**config.mk**
```make
export PLATFORM = sky130hd
export DESIGN_NAME = swd_host_transfer_engine
export DESIGN_NICKNAME = d
export VERILOG_FILES = /design/src/design/swd_pkg.sv /design/src/design/swd_host_transfer_engine.sv
export SDC_FILE = /design/constraint.sdc
export NUM_CORES = 1
export LEC_CHECK = 0
export ABC_AREA = 1
export ABC_CLOCK_PERIOD_IN_PS = 5440
export BUFFER_PORTS_ARGS = -buffer_cell sky130_fd_sc_hd__buf_2
export CORE_ASPECT_RATIO = 1.1
export CORE_MARGIN = 10
export CORE_UTILIZATION = 58
export DETAILED_ROUTE_END_ITERATION = 10
export PLACE_DENSITY = 0.8
export SYNTH_ARGS = -nofsm -noshare
export SYNTH_HDL_FRONTEND = slang
export SYNTH_SLANG_ARGS = --single-unit
```
**constraint.sdc**
```tcl
create_clock -name clk -period 5.44 [get_ports clk]
set_input_delay 0 -clock clk [delete_from_list [all_inputs] [get_ports clk]]
set_output_delay 0 -clock clk [all_outputs]
set_load 0.1 [all_outputs]
```
**src/design/swd_pkg.sv**
```systemverilog
package swd_pkg;

  localparam int unsigned RESET_HIGH_CLOCKS_DEF = 64;
  localparam int unsigned RESET_LOW_CLOCKS      = 4;

  localparam int unsigned IN_TDATA_W  = 40;
  localparam int unsigned OUT_TDATA_W = 40;

  // Command codes carried in the opcode field.
  localparam logic [1:0] OP_IDLE       = 2'd0;
  localparam logic [1:0] OP_START      = 2'd1;
  localparam logic [1:0] OP_LINE_RESET = 2'd2;

  // ACK patterns as received, LSB first.
  localparam logic [2:0] ACK_OK    = 3'b001;
  localparam logic [2:0] ACK_WAIT  = 3'b010;
  localparam logic [2:0] ACK_FAULT = 3'b100;

  // Completion status codes.
  localparam logic [2:0] ST_OK       = 3'd0;
  localparam logic [2:0] ST_WAIT     = 3'd1;
  localparam logic [2:0] ST_FAULT    = 3'd2;
  localparam logic [2:0] ST_PROTOCOL = 3'd3;
  localparam logic [2:0] ST_PARITY   = 3'd4;

  // Fixed bits of the request header: start, stop and park.
  localparam logic [7:0] HDR_FIXED = 8'h81;

endpackage

```
**src/design/swd_host_transfer_engine.sv**
```systemverilog
// Serial Wire Debug host transfer engine. Every input transfer stands for one
// SWCLK period and carries the SWDIO level sampled in it; every input transfer
// produces exactly one output transfer giving the level to drive, the drive
// enable, busy, status and, on the last period of a good read, the received
// word (tlast marks the last period of a transfer or a line reset). A start
// opcode on an idle engine begins a request in that same period; a line-reset
// opcode drives RESET_HIGH_CLOCKS high periods followed by four low ones.
// Opcodes are ignored while busy. The engine takes one input transfer per
// clock cycle and registers each result in the output register on
// acceptance; the only stall comes from out_tready back-pressure.
module swd_host_transfer_engine #(
  parameter int unsigned RESET_HIGH_CLOCKS = swd_pkg::RESET_HIGH_CLOCKS_DEF
) (
  input  logic                             clk,
  input  logic                             rst_n,
  input  logic                             in_tvalid,
  output logic                             in_tready,
  // opcode[1:0], ap_select[2], read_request[3], reg_addr[5:4],
  // write_data[37:6], swdio_in[38], zero fill[39]
  input  logic [swd_pkg::IN_TDATA_W-1:0]   in_tdata,
  output logic                             out_tvalid,
  input  logic                             out_tready,
  // swdio_out[0], swdio_drive[1], busy_res[2], status[5:3],
  // read_data[37:6], zero fill[39:38]
  output logic [swd_pkg::OUT_TDATA_W-1:0]  out_tdata,
  output logic                             out_tlast
);

  typedef enum logic [3:0] {
    PH_IDLE,
    PH_HDR,
    PH_TRN1,
    PH_ACK,
    PH_RDATA,
    PH_TRNEND,
    PH_TRNW,
    PH_WDATA,
    PH_RSTHI,
    PH_RSTLO
  } phase_t;

  localparam logic [6:0] RST_HI_CNT = 7'(RESET_HIGH_CLOCKS);
  localparam logic [6:0] RST_LO_CNT = 7'(swd_pkg::RESET_LOW_CLOCKS);

  phase_t      phase_r, phase_nxt;
  logic [6:0]  bit_count_r, bit_count_nxt;
  logic [7:0]  header_r, header_nxt;
  logic [31:0] data_r, data_nxt;
  logic        parity_r, parity_nxt;
  logic [2:0]  ack_r, ack_nxt;
  logic        is_read_r, is_read_nxt;

  logic        out_valid_r;
  logic        swdio_out_r, swdio_out_nxt;
  logic        swdio_drive_r, swdio_drive_nxt;
  logic        busy_r, busy_nxt;
  logic        done_r, done_nxt;
  logic [2:0]  status_r, status_nxt;
  logic [31:0] read_data_r, read_data_nxt;

  logic [1:0]  opcode;
  logic        ap_select;
  logic        read_request;
  logic [1:0]  reg_addr;
  logic [31:0] write_data;
  logic        swdio_in;
  logic        accept;
  logic [6:0]  count_inc;

  assign opcode       = in_tdata[1:0];
  assign ap_select    = in_tdata[2];
  assign read_request = in_tdata[3];
  assign reg_addr     = in_tdata[5:4];
  assign write_data   = in_tdata[37:6];
  assign swdio_in     = in_tdata[38];

  assign in_tready = !out_valid_r || out_tready;
  assign accept    = in_tvalid && in_tready;

  always_comb begin
    phase_nxt       = phase_r;
    bit_count_nxt   = bit_count_r;
    header_nxt      = header_r;
    data_nxt        = data_r;
    parity_nxt      = parity_r;
    ack_nxt         = ack_r;
    is_read_nxt     = is_read_r;
    swdio_out_nxt   = 1'b0;
    swdio_drive_nxt = 1'b1;
    busy_nxt        = 1'b0;
    done_nxt        = 1'b0;
    status_nxt      = swd_pkg::ST_OK;
    read_data_nxt   = '0;

    // An idle engine starts the new request in this same period.
    if (phase_r == PH_IDLE) begin
      if (opcode == swd_pkg::OP_START) begin
        header_nxt = swd_pkg::HDR_FIXED
                   | {2'b00, ^{ap_select, read_request, reg_addr}, reg_addr[1],
                      reg_addr[0], read_request, ap_select, 1'b0};
        is_read_nxt   = read_request;
        data_nxt      = write_data;
        parity_nxt    = 1'b0;
        ack_nxt       = '0;
        bit_count_nxt = '0;
        phase_nxt     = PH_HDR;
      end else if (opcode == swd_pkg::OP_LINE_RESET) begin
        bit_count_nxt = '0;
        phase_nxt     = PH_RSTHI;
      end
    end

    count_inc = bit_count_nxt + 7'd1;

    case (phase_nxt)
      PH_HDR: begin
        busy_nxt      = 1'b1;
        swdio_out_nxt = header_nxt[bit_count_nxt[2:0]];
        if (bit_count_nxt == 7'd7) begin
          bit_count_nxt = '0;
          phase_nxt     = PH_TRN1;
        end else begin
          bit_count_nxt = count_inc;
        end
      end
      PH_TRN1: begin
        busy_nxt        = 1'b1;
        swdio_drive_nxt = 1'b0;
        bit_count_nxt   = '0;
        phase_nxt       = PH_ACK;
      end
      PH_ACK: begin
        busy_nxt        = 1'b1;
        swdio_drive_nxt = 1'b0;
        ack_nxt         = ack_nxt | ({2'b00, swdio_in} << bit_count_nxt[1:0]);
        if (bit_count_nxt == 7'd2) begin
          bit_count_nxt = '0;
          if (ack_nxt == swd_pkg::ACK_OK) begin
            if (is_read_nxt) begin
              data_nxt   = '0;
              parity_nxt = 1'b0;
              phase_nxt  = PH_RDATA;
            end else begin
              phase_nxt = PH_TRNW;
            end
          end else if (ack_nxt == swd_pkg::ACK_WAIT) begin
            done_nxt   = 1'b1;
            status_nxt = swd_pkg::ST_WAIT;
            phase_nxt  = PH_IDLE;
          end else begin
            phase_nxt = PH_TRNEND;
          end
        end else begin
          bit_count_nxt = count_inc;
        end
      end
      PH_RDATA: begin
        busy_nxt        = 1'b1;
        swdio_drive_nxt = 1'b0;
        // Data arrives LSB first, so shifting in from the top leaves the
        // word in order after 32 periods.
        if (!bit_count_nxt[5]) begin
          data_nxt      = {swdio_in, data_nxt[31:1]};
          parity_nxt    = parity_nxt ^ swdio_in;
          bit_count_nxt = count_inc;
        end else if (swdio_in != parity_nxt) begin
          done_nxt   = 1'b1;
          status_nxt = swd_pkg::ST_PARITY;
          phase_nxt  = PH_IDLE;
        end else begin
          phase_nxt = PH_TRNEND;
        end
      end
      PH_TRNEND: begin
        busy_nxt        = 1'b1;
        swdio_drive_nxt = 1'b0;
        done_nxt        = 1'b1;
        if (ack_nxt == swd_pkg::ACK_OK) begin
          status_nxt    = swd_pkg::ST_OK;
          read_data_nxt = data_nxt;
        end else if (ack_nxt == swd_pkg::ACK_FAULT) begin
          status_nxt = swd_pkg::ST_FAULT;
        end else begin
          status_nxt = swd_pkg::ST_PROTOCOL;
        end
        phase_nxt = PH_IDLE;
      end
      PH_TRNW: begin
        busy_nxt        = 1'b1;
        swdio_drive_nxt = 1'b0;
        bit_count_nxt   = '0;
        parity_nxt      = 1'b0;
        phase_nxt       = PH_WDATA;
      end
      PH_WDATA: begin
        busy_nxt = 1'b1;
        if (!bit_count_nxt[5]) begin
          swdio_out_nxt = data_nxt[0];
          parity_nxt    = parity_nxt ^ data_nxt[0];
          data_nxt      = {1'b0, data_nxt[31:1]};
          bit_count_nxt = count_inc;
        end else begin
          swdio_out_nxt = parity_nxt;
          done_nxt      = 1'b1;
          phase_nxt     = PH_IDLE;
        end
      end
      PH_RSTHI: begin
        busy_nxt      = 1'b1;
        swdio_out_nxt = 1'b1;
        if (count_inc >= RST_HI_CNT || count_inc == 7'd0) begin
          bit_count_nxt = '0;
          phase_nxt     = PH_RSTLO;
        end else begin
          bit_count_nxt = count_inc;
        end
      end
      PH_RSTLO: begin
        busy_nxt = 1'b1;
        if (count_inc >= RST_LO_CNT) begin
          bit_count_nxt = '0;
          done_nxt      = 1'b1;
          phase_nxt     = PH_IDLE;
        end else begin
          bit_count_nxt = count_inc;
        end
      end
      PH_IDLE: begin
        phase_nxt = PH_IDLE;
      end
      default: begin
        phase_nxt = PH_IDLE;
      end
    endcase
  end

  always_ff @(posedge clk) begin
    if (!rst_n) begin
      phase_r     <= PH_IDLE;
      bit_count_r <= '0;
      out_valid_r <= 1'b0;
    end else begin
      if (accept) begin
        phase_r       <= phase_nxt;
        bit_count_r   <= bit_count_nxt;
        header_r      <= header_nxt;
        data_r        <= data_nxt;
        parity_r      <= parity_nxt;
        ack_r         <= ack_nxt;
        is_read_r     <= is_read_nxt;
        swdio_out_r   <= swdio_out_nxt;
        swdio_drive_r <= swdio_drive_nxt;
        busy_r        <= busy_nxt;
        done_r        <= done_nxt;
        status_r      <= status_nxt;
        read_data_r   <= read_data_nxt;
        out_valid_r   <= 1'b1;
      end else if (out_tready) begin
        out_valid_r <= 1'b0;
      end
    end
  end

  assign out_tvalid = out_valid_r;
  assign out_tlast  = done_r;
  assign out_tdata  = {2'b00, read_data_r, status_r, busy_r, swdio_drive_r, swdio_out_r};

  // A released line always reports a low output level.
  a_released_low: assert property (@(posedge clk) disable iff (!rst_n)
    out_valid_r && !swdio_drive_r |-> !swdio_out_r)
    else $error("SWDIO released with a nonzero output level");

  // Status and read data only appear in the closing period.
  a_status_with_done: assert property (@(posedge clk) disable iff (!rst_n)
    out_valid_r && (status_r != swd_pkg::ST_OK || read_data_r != '0) |-> done_r)
    else $error("status or read data outside the closing period");

  // The closing period always belongs to a busy stretch.
  a_done_busy: assert property (@(posedge clk) disable iff (!rst_n)
    out_valid_r && done_r |-> busy_r)
    else $error("done reported on an idle period");

  // A finished period returns the engine to idle.
  a_done_idle: assert property (@(posedge clk) disable iff (!rst_n)
    accept && done_nxt |=> phase_r == PH_IDLE)
    else $error("engine still active after its closing period");

  // With nothing held in the output register the input is never stalled.
  a_no_stall: assert property (@(posedge clk) disable iff (!rst_n)
    !out_valid_r |-> in_tready)
    else $error("input stalled with an empty output register");

endmodule
```
==> out/metrics.yaml, run 1 <==
syn_avg_cell_area_um2: 9.30
clock_path_buffers: 2
dieHeight_um: 125
netSwitchingFraction_pct: 31.4
nNetsFinal: 738
h-tree-depth: 3
ctsResizeCount: 0
final.min_clock_period_ps: 3200
fin_worst_skew_ps: 7.11
r2r_setup_slack_ps: 2240
critPathArrivalTime_ps: 3320
antenna_cells: 0
chipWidth_um: 115
layout.cells.most_common: "nand2_1"
drt_wl_total_um: 13900
drive_gt1_share_pct: 28.3
timing.critical_path.to_type: "register"
vdd_ir_drop_max_uv: 145
postPlaceCellArea_um2: 6140
layout.cells.most_common_list: "137 x nand2_1, 84 x edfxtp_1, 83 x buf_2"
finalInstanceArea_um2: 6400
tritoncts_num_sinks: 96
crit_path_start_kind: "register"
cp.buffers_inverters: 3
slew_viol_final: 0
top_level_ports: 87
final_min_period_over_clock_period_pct: 58.8
floorplan.rows: 38
grt_usage_pct: 19.0
die_area_um2: 14300
timing.slew.headroom_pct: 20.1
initial_utilization_pct: 58.9
power.net_switching_w: 0.000548
critical_path.cell_chain: "inv_2 > nor2_2 > inv_2 > nor3_4 > inv_2 > nand2_1 > o21a_4 > o21ai_0"
kind_of_critical_path: "reg2reg"
clock_latency_on_the_worst_skew_pair_ps: 380
crit_path_max_incr_delay_ps: 830
synth.cell_area_um2: 5760
route.antenna.remaining_nets: 0
syn-instance-count: 620
critical-path-top-delay-family: "simple AND/OR/NAND/NOR gates"
drc: 0
crit_top_cell: "inv_2"
vias_per_cell: 5.73
grt_first_pass_wirelength_um: 22400
postSynth.asyncResetShare_pct: 0
vias: 4676
power_frac_clock_pct: 30.2
intPower_w: 0.00120
synth-edff-count: 84
status: "complete, no violations"
clkSlewWorstSetupHoldPaths_ps: 100
grt_start_max_net_pins: 85
finish.utilization_pct: 65.4
max_cap_violations: 0
drt-initial-drc-count: 468
core_region_area_um2: 9790
min-delay-path-class: "in2reg"
cts.root.buffer_cell: "clkbuf_8"
drt_pass1_iterations: 5
hpwlAfterDp_um: 9490
leak_nw: 2.67
ys_warn_count: 0
seq_power_share_pct: 48.9
area_growth_pct: 11.1
yosys.cell_types.count: 47
antenna_found_initial: 0
max_slew.worst_pin.slew_ps: 1200
setup_viol: 0
required_ps: 5560
finalHoldViolations: 0
gpl.final_weighted_congestion: 0.928
synth-seq-area-share_pct: 47.9
tns_ps: 0
gr-total-overflow: 0
rsz0062_at_grt: "false"
postSynth.topFlopCell: "edfxtp_1"
wl_per_cell_um: 17.0
io_buffers: 83
comb_power_share_pct: 20.9
clock_tree_from_tritoncts: "done"
synth-seq-cells: 96
numCtsBuffers: 9
critical_path_peak_fanout: 32
cell_area_power_density_nw_per_um2: 273
worst_path_max_delay_cell: "nor3_4"
via_count_of_the_first_global_routing_pass: 4541
maxClockFrequency_ghz: 0.313
flip-flops by register name (all words and copies together) (netlist names):
signal         cells
out_tvalid         1
header_r           8
phase_r            4
data_r            32
swdio_drive_r      1
swdio_out_r        1
is_read_r          1
read_data_r       32
busy_r             1
parity_r           1
status_r           3
ack_r              3
out_tlast          1
bit_count_r        7
worst register-to-register path: cells and delay by family (launching register included):
kind / cells / cell delay [ps]
DFF: 1 / 430
and+or+nand+nor: 3 / 1510
buffers and inverters: 3 / 220
AOI/OAI and AO/OA: 2 / 780
layer usage:
layer	track usage, %	up-vias	wire [um]
met5	0	-	0
met4	7.73	0	274
met3	3.61	20	935
met2	31.8	163	6980
met1	23.1	2215	5710
li1	-	2278	-
cell families after synthesis:
logic type      Yosys count  synth area share (%)
compound gates          123                  15.0
other cells               1                0.0651
fa+ha+maj                 3                 0.651
mux                      25                  4.34
simple gates            275                  23.2
flops                    96                  47.9
xor+xnor                  5                 0.760
buf+inv                  92                  8.05
cells in the mapped netlist, types with 2 or more instances:
cell type | instances | area [um^2]
nor2_1 | 63 | 236
nor2_4 | 4 | 45.0
buf_12 | 4 | 80.1
buf_2 | 10 | 50.1
nand2_2 | 7 | 43.8
clkbuf_1 | 9 | 33.8
xnor2_1 | 4 | 35.0
o211ai_1 | 14 | 105
o21ai_2 | 29 | 254
o21bai_1 | 2 | 15.0
inv_1 | 44 | 165
a21oi_1 | 22 | 110
edfxtp_1 | 84 | 2520
dfxtp_1 | 12 | 240
nor2_2 | 2 | 12.5
nand3_2 | 10 | 100
buf_4 | 9 | 67.6
nand4_1 | 8 | 50.1
o2111ai_1 | 2 | 17.5
or2_2 | 10 | 62.6
inv_2 | 13 | 48.8
nand3_1 | 18 | 90.1
mux2i_1 | 25 | 250
o221ai_1 | 12 | 105
nand2_4 | 8 | 90.1
nor3_4 | 2 | 32.5
nor3_1 | 4 | 20.0
nand2_1 | 137 | 514
ha_1 | 3 | 37.5
o21ai_0 | 32 | 160
worst paths after layout:
check                                                     end                    start  cells after the start
worst min-delay path            read_data_r[10]$_SDFFCE_PN0P_             in_tdata[16]                      3
worst min register to register        phase_r[3]$_SDFFE_PN0P_  phase_r[3]$_SDFFE_PN0P_                      2
worst max register to register            data_r[3]$_DFFE_PP_  phase_r[2]$_SDFFE_PN0P_                      8
worst max-delay path                      data_r[3]$_DFFE_PP_  phase_r[2]$_SDFFE_PN0P_                      8
power by group through the flow:
stage	combinational (W)	sequential (W)	clock, W
final	0.000365	0.000854	0.000528
after global routing	0.000395	0.000858	0.000558
after CTS	0.000363	0.000854	0.000530
after detailed placement	0.000359	0.000871	0
after global placement	0.000352	0.000869	0
after floorplan	0.000224	0.000938	0
layout make-up:
type                    count  area [um^2]
multi-input cells         433         2550
fillers                   808         3390
repair buffers             92          495
inverters                  59          229
clock buffers               9          124
clock inverters             7         92.6
flip-flops and latches     96         2760
well taps                 120          150
stage by stage:
step	power (W)	std cells	hold WS, ps	setup slack [ps]
3_3_place_gp	0.00122	795	255	2370
6_report	0.00175	816	38.1	2240
3_5_place_dp	0.00123	795	257	2300
5_1_grt	0.00181	816	48.8	1960
4_1_cts	0.00175	816	25.6	2230
2_1_floorplan	0.00116	621	132	841
timing repair:
action                     CTS  global route
hold endpoints to repair     5             0
setup buffers                0             0
hold buffers                 5             0
setup endpoints to repair    0             0
No activity file was read; power rests on OpenSTA's default activity.
==> inputs of run 2 (changes only) <==
ABC_AREA = 0   (was 1)
ABC_CLOCK_PERIOD_IN_PS = 3270   (was 5440)
CORE_UTILIZATION = 57   (was 58)
PLACE_DENSITY = 0.79   (was 0.8)
clock period = 3.27 ns   (was 5.44 ns; I/O delays follow)
==> run 2 against run 1 <==
Clock power is 46% higher. Clock skew is 1.1 ps higher. Routed wire length is 5.4% higher. Non-clock buffer count is 24 higher. Count of clock-buffer cells in the layout is 1 higher. Combinational power is 57% higher. Via count is 3.2% higher. Sequential power is 65% higher. Fmax is 6.0% higher. Cell count is 6.7% lower. Critical endpoint is now bit_count_r[1]$_SDFFE_PN0P_. Largest cell class unchanged. Largest power group unchanged. Highest routed layer unchanged.
==> out/metrics.yaml, run 2 <==
top_level_ports: 87  # unchanged
synth-seq-area-share_pct: 49.3  # was 47.9%
floorplan.rows: 37  # was 38
vias_per_cell: 6.34  # was 5.73
power_frac_clock_pct: 28.0  # was 30.2%
layout.cells.most_common: "edfxtp_1"  # was nand2_1
layout.cells.most_common_list: "84 x edfxtp_1, 83 x buf_2, 67 x nand3_1"  # was 137 x nand2_1, 84 x edfxtp_1, 83 x buf_2
clock_latency_on_the_worst_skew_pair_ps: 360  # was 380 ps
vias: 4825  # was 4676
comb_power_share_pct: 20.8  # was 20.9%
kind_of_critical_path: "reg2reg"  # unchanged
gpl.final_weighted_congestion: 0.955  # was 0.928
final_cells: 761  # was 816
cts.root.buffer_cell: "clkbuf_8"  # unchanged
fin_worst_skew_ps: 8.25  # was 7.11 ps
synthesized_area_fraction_occupied_by_ao_oa_aoi_and_oai_cells_pct: 16.0  # was 15.0%
timing.critical_path.to_type: "register"  # unchanged
critical_path_peak_fanout: 8  # was 32
pre_cts_ws_ps: 277  # was 2300 ps
combinational_family_with_the_most_area_after_synthesis: "simple AND/OR/NAND/NOR gates"  # unchanged
chipWidth_um: 115  # about the same
rsz0062_at_grt: "false"  # unchanged
synthDominantAreaCellType: "edfxtp_1"  # unchanged
grt_first_pass_wirelength_um: 23600  # was 22400 um
count_of_placed_standard_cells_including_taps: 741  # was 795
yosys.cell_types.count: 73  # was 47
area_growth_pct: 13.9  # was 11.1%
wl_per_cell_um: 19.2  # was 17.0 um
die_area_um2: 14200  # was 14300 um^2
drc: 0  # unchanged
nNetsFinal: 686  # was 738
yosys.area_share.simple_pct: 19.7  # was 23.2%
postSynth.asyncResetShare_pct: 0  # unchanged
final_min_period_over_clock_period_pct: 92.3  # was 58.8%
slew_viol_final: 0  # unchanged
cp.buffers_inverters: 2  # was 3
clock_path_buffers: 2  # unchanged
intPower_w: 0.00190  # was 0.00120 W
postSynth.topFlopCell: "edfxtp_1"  # unchanged
postPlaceCellArea_um2: 6160  # was 6140 um^2
ctsResizeCount: 0  # unchanged
ys_warn_count: 0  # unchanged
worst_path_max_delay_cell: "dfxtp_1"  # was nor3_4
crit_top_cell: "buf_4"  # was inv_2
synth-seq-cells: 96  # unchanged
core_region_area_um2: 9490  # was 9790 um^2
grt_start_max_net_pins: 41  # was 85
post_synth_main_area_contributors: "edfxtp_1 45%, mux2i_1 6.1%, nand3_1 6.0%"  # was edfxtp_1 44%, nand2_1 8.9%, o21ai_2 4.4%
seq_power_share_pct: 51.2  # was 48.9%
filler_cell_count: 733  # was 808
synth-edff-count: 84  # unchanged
netSwitchingFraction_pct: 30.8  # was 31.4%
antenna_found_initial: 0  # unchanged
dieHeight_um: 124  # was 125 um
critPathArrivalTime_ps: 3280  # was 3320 ps
synth-adder-area-share_pct: 0.670  # was 0.651%
setup_viol: 0  # unchanged
hpwlAfterDp_um: 10500  # was 9490 um
syn-instance-count: 565  # was 620
gr-total-overflow: 0  # unchanged
synth.cell_area_um2: 5600  # was 5760 um^2
io_buffers: 83  # unchanged
syn_avg_cell_area_um2: 9.92  # was 9.30 um^2
top_regs: "data_r: 32 flops, read_data_r: 32 flops, header_r: 8 flops"  # unchanged
finish.utilization_pct: 67.3  # was 65.4%
finalInstanceArea_um2: 6380  # was 6400 um^2
final.min_clock_period_ps: 3020  # was 3200 ps
leak_nw: 2.39  # was 2.67 nW
finalHoldViolations: 0  # unchanged
numCtsBuffers: 9  # unchanged
h-tree-depth: 3  # unchanged
max_cap_violations: 0  # unchanged
clock_tree_from_tritoncts: "done"  # unchanged
antenna_cells: 0  # unchanged
critical_path.cell_chain: "buf_4 > nor4_4 > nand2_1 > and2_1 > ha_1 > xor2_1 > a2bb2oi_1 > o311ai_0 > buf_4 > a21bo_2 > nand2b_1 > o311a_1"  # was inv_2 > nor2_2 > inv_2 > nor3_4 > inv_2 > nand2_1 > o21a_4 > o21ai_0
drt-initial-drc-count: 471  # was 468
via_count_of_the_first_global_routing_pass: 4636  # was 4541
critical-path-top-delay-family: "compound AO/OA/AOI/OAI gates"  # was simple AND/OR/NAND/NOR gates
yosysTopAreaCellShare_pct: 45.0  # was 43.8%
most_numerous_cell_in_the_yosys_netlist: "edfxtp_1"  # was nand2_1
crit_path_max_incr_delay_ps: 380  # was 830 ps
crit_path_start_kind: "register"  # unchanged
cell_area_power_density_nw_per_um2: 431  # was 273 nW/um^2
min-delay-path-class: "in2reg"  # unchanged
synth.top_cells.by_count: "84 x edfxtp_1, 67 x nand3_1, 61 x nand2_1"  # was 137 x nand2_1, 84 x edfxtp_1, 63 x nor2_1
clkSlewWorstSetupHoldPaths_ps: 90  # was 100 ps
synth_mux_area_share_pct: 7.48  # was 4.34%
maxClockFrequency_ghz: 0.331  # was 0.313 GHz
drt_wl_total_um: 14600  # was 13900 um
timing.slew.headroom_pct: 56.3  # was 20.1%
power.net_switching_w: 0.000848  # was 0.000548 W
post_synth_xor_area_fraction_pct: 1.38  # was 0.760%
required_ps: 3530  # was 5560 ps
initial_utilization_pct: 59.0  # was 58.9%
drive_gt1_share_pct: 23.4  # was 28.3%
tritoncts_num_sinks: 96  # unchanged
finalWorstSetupSlack_ps: 252  # was 2240 ps
tns_ps: 0  # unchanged
post_cts_repair_timing_setup_buffer_count: 0  # unchanged
route.antenna.remaining_nets: 0  # unchanged
cts-hold-fix-buffers: 3  # was 5
vdd_ir_drop_max_uv: 202  # was 145 uV
max_slew.worst_pin.slew_ps: 655  # was 1200 ps
grt_usage_pct: 20.5  # was 19.0%
drt_pass1_iterations: 5  # unchanged
status: "complete, no violations"  # unchanged
## run 2: cell types whose count changed after synthesis, moves of 11 or more
cell      change
nand2_1      -76
nand3_1      +49
o31ai_1      +33
inv_1        -32
o21ai_2      -28
clkbuf_1     +22
nor2_1       -14
inv_2        -13
o211ai_1     -12
o21ai_0      -11
## run 2: through the flow
step | total power, W | hold slack, ps
3_5_place_dp | 0.00200 | 278
2_1_floorplan | 0.00186 | 122
4_1_cts | 0.00275 | 3.44
5_1_grt | 0.00286 | 7.27
3_3_place_gp | 0.00199 | 247
6_report | 0.00275 | 21.1
## run 2: layout make-up
| class | instances | area, um^2 | area share (%) |
|---|---|---|---|
| flip-flops and latches | 96 | 2760 | 43.3 |
| multi-input cells | 404 | 2550 | 40.0 |
| repair buffers | 116 | 686 | 10.7 |
| well taps | 117 | 146 | 2.29 |
| clock buffers | 10 | 128 | 2.00 |
| clock inverters | 6 | 60.1 | 0.941 |
| inverters | 12 | 48.8 | 0.764 |
## run 2: cell families after synthesis
group	Yosys count
AO/OA/AOI/OAI	124
XOR/XNOR	8
adder cells (fa/ha/maj)	3
buffers and inverters	66
flip-flops	96
multiplexers	41
other	1
AND/OR/NAND/NOR	226
## run 2: routing by layer
layer | vias to the layer above | GRT usage (%) | routed length, um
li1 | 2259 | - | -
met1 | 2280 | 25.3 | 5760
met2 | 256 | 34.2 | 7230
met3 | 30 | 4.28 | 1330
met4 | 0 | 8.54 | 324
met5 | - | 0 | 0
## run 2: path summary, 6_finish.rpt
path,from,endpoint,slack (ps),cells past startpoint
worst max-delay path,phase_r[0]$_SDFFE_PN0P_,bit_count_r[1]$_SDFFE_PN0P_,250,12
worst min-delay path,in_tdata[4],header_r[3]$_DFFE_PP_,20,2
worst max register to register,phase_r[0]$_SDFFE_PN0P_,bit_count_r[1]$_SDFFE_PN0P_,250,12
worst min register to register,header_r[0]$_DFFE_PP_,header_r[0]$_DFFE_PP_,550,1
## run 2: power by group through the flow
stage / clock network (W) / registers [W] / logic (W)
4_1_cts: 0.000777 / 0.00141 / 0.000568
5_1_grt: 0.000831 / 0.00141 / 0.000614
6_report: 0.000769 / 0.00141 / 0.000572
3_3_place_gp: 0 / 0.00143 / 0.000557
3_5_place_dp: 0 / 0.00144 / 0.000563
2_1_floorplan: 0 / 0.00154 / 0.000317
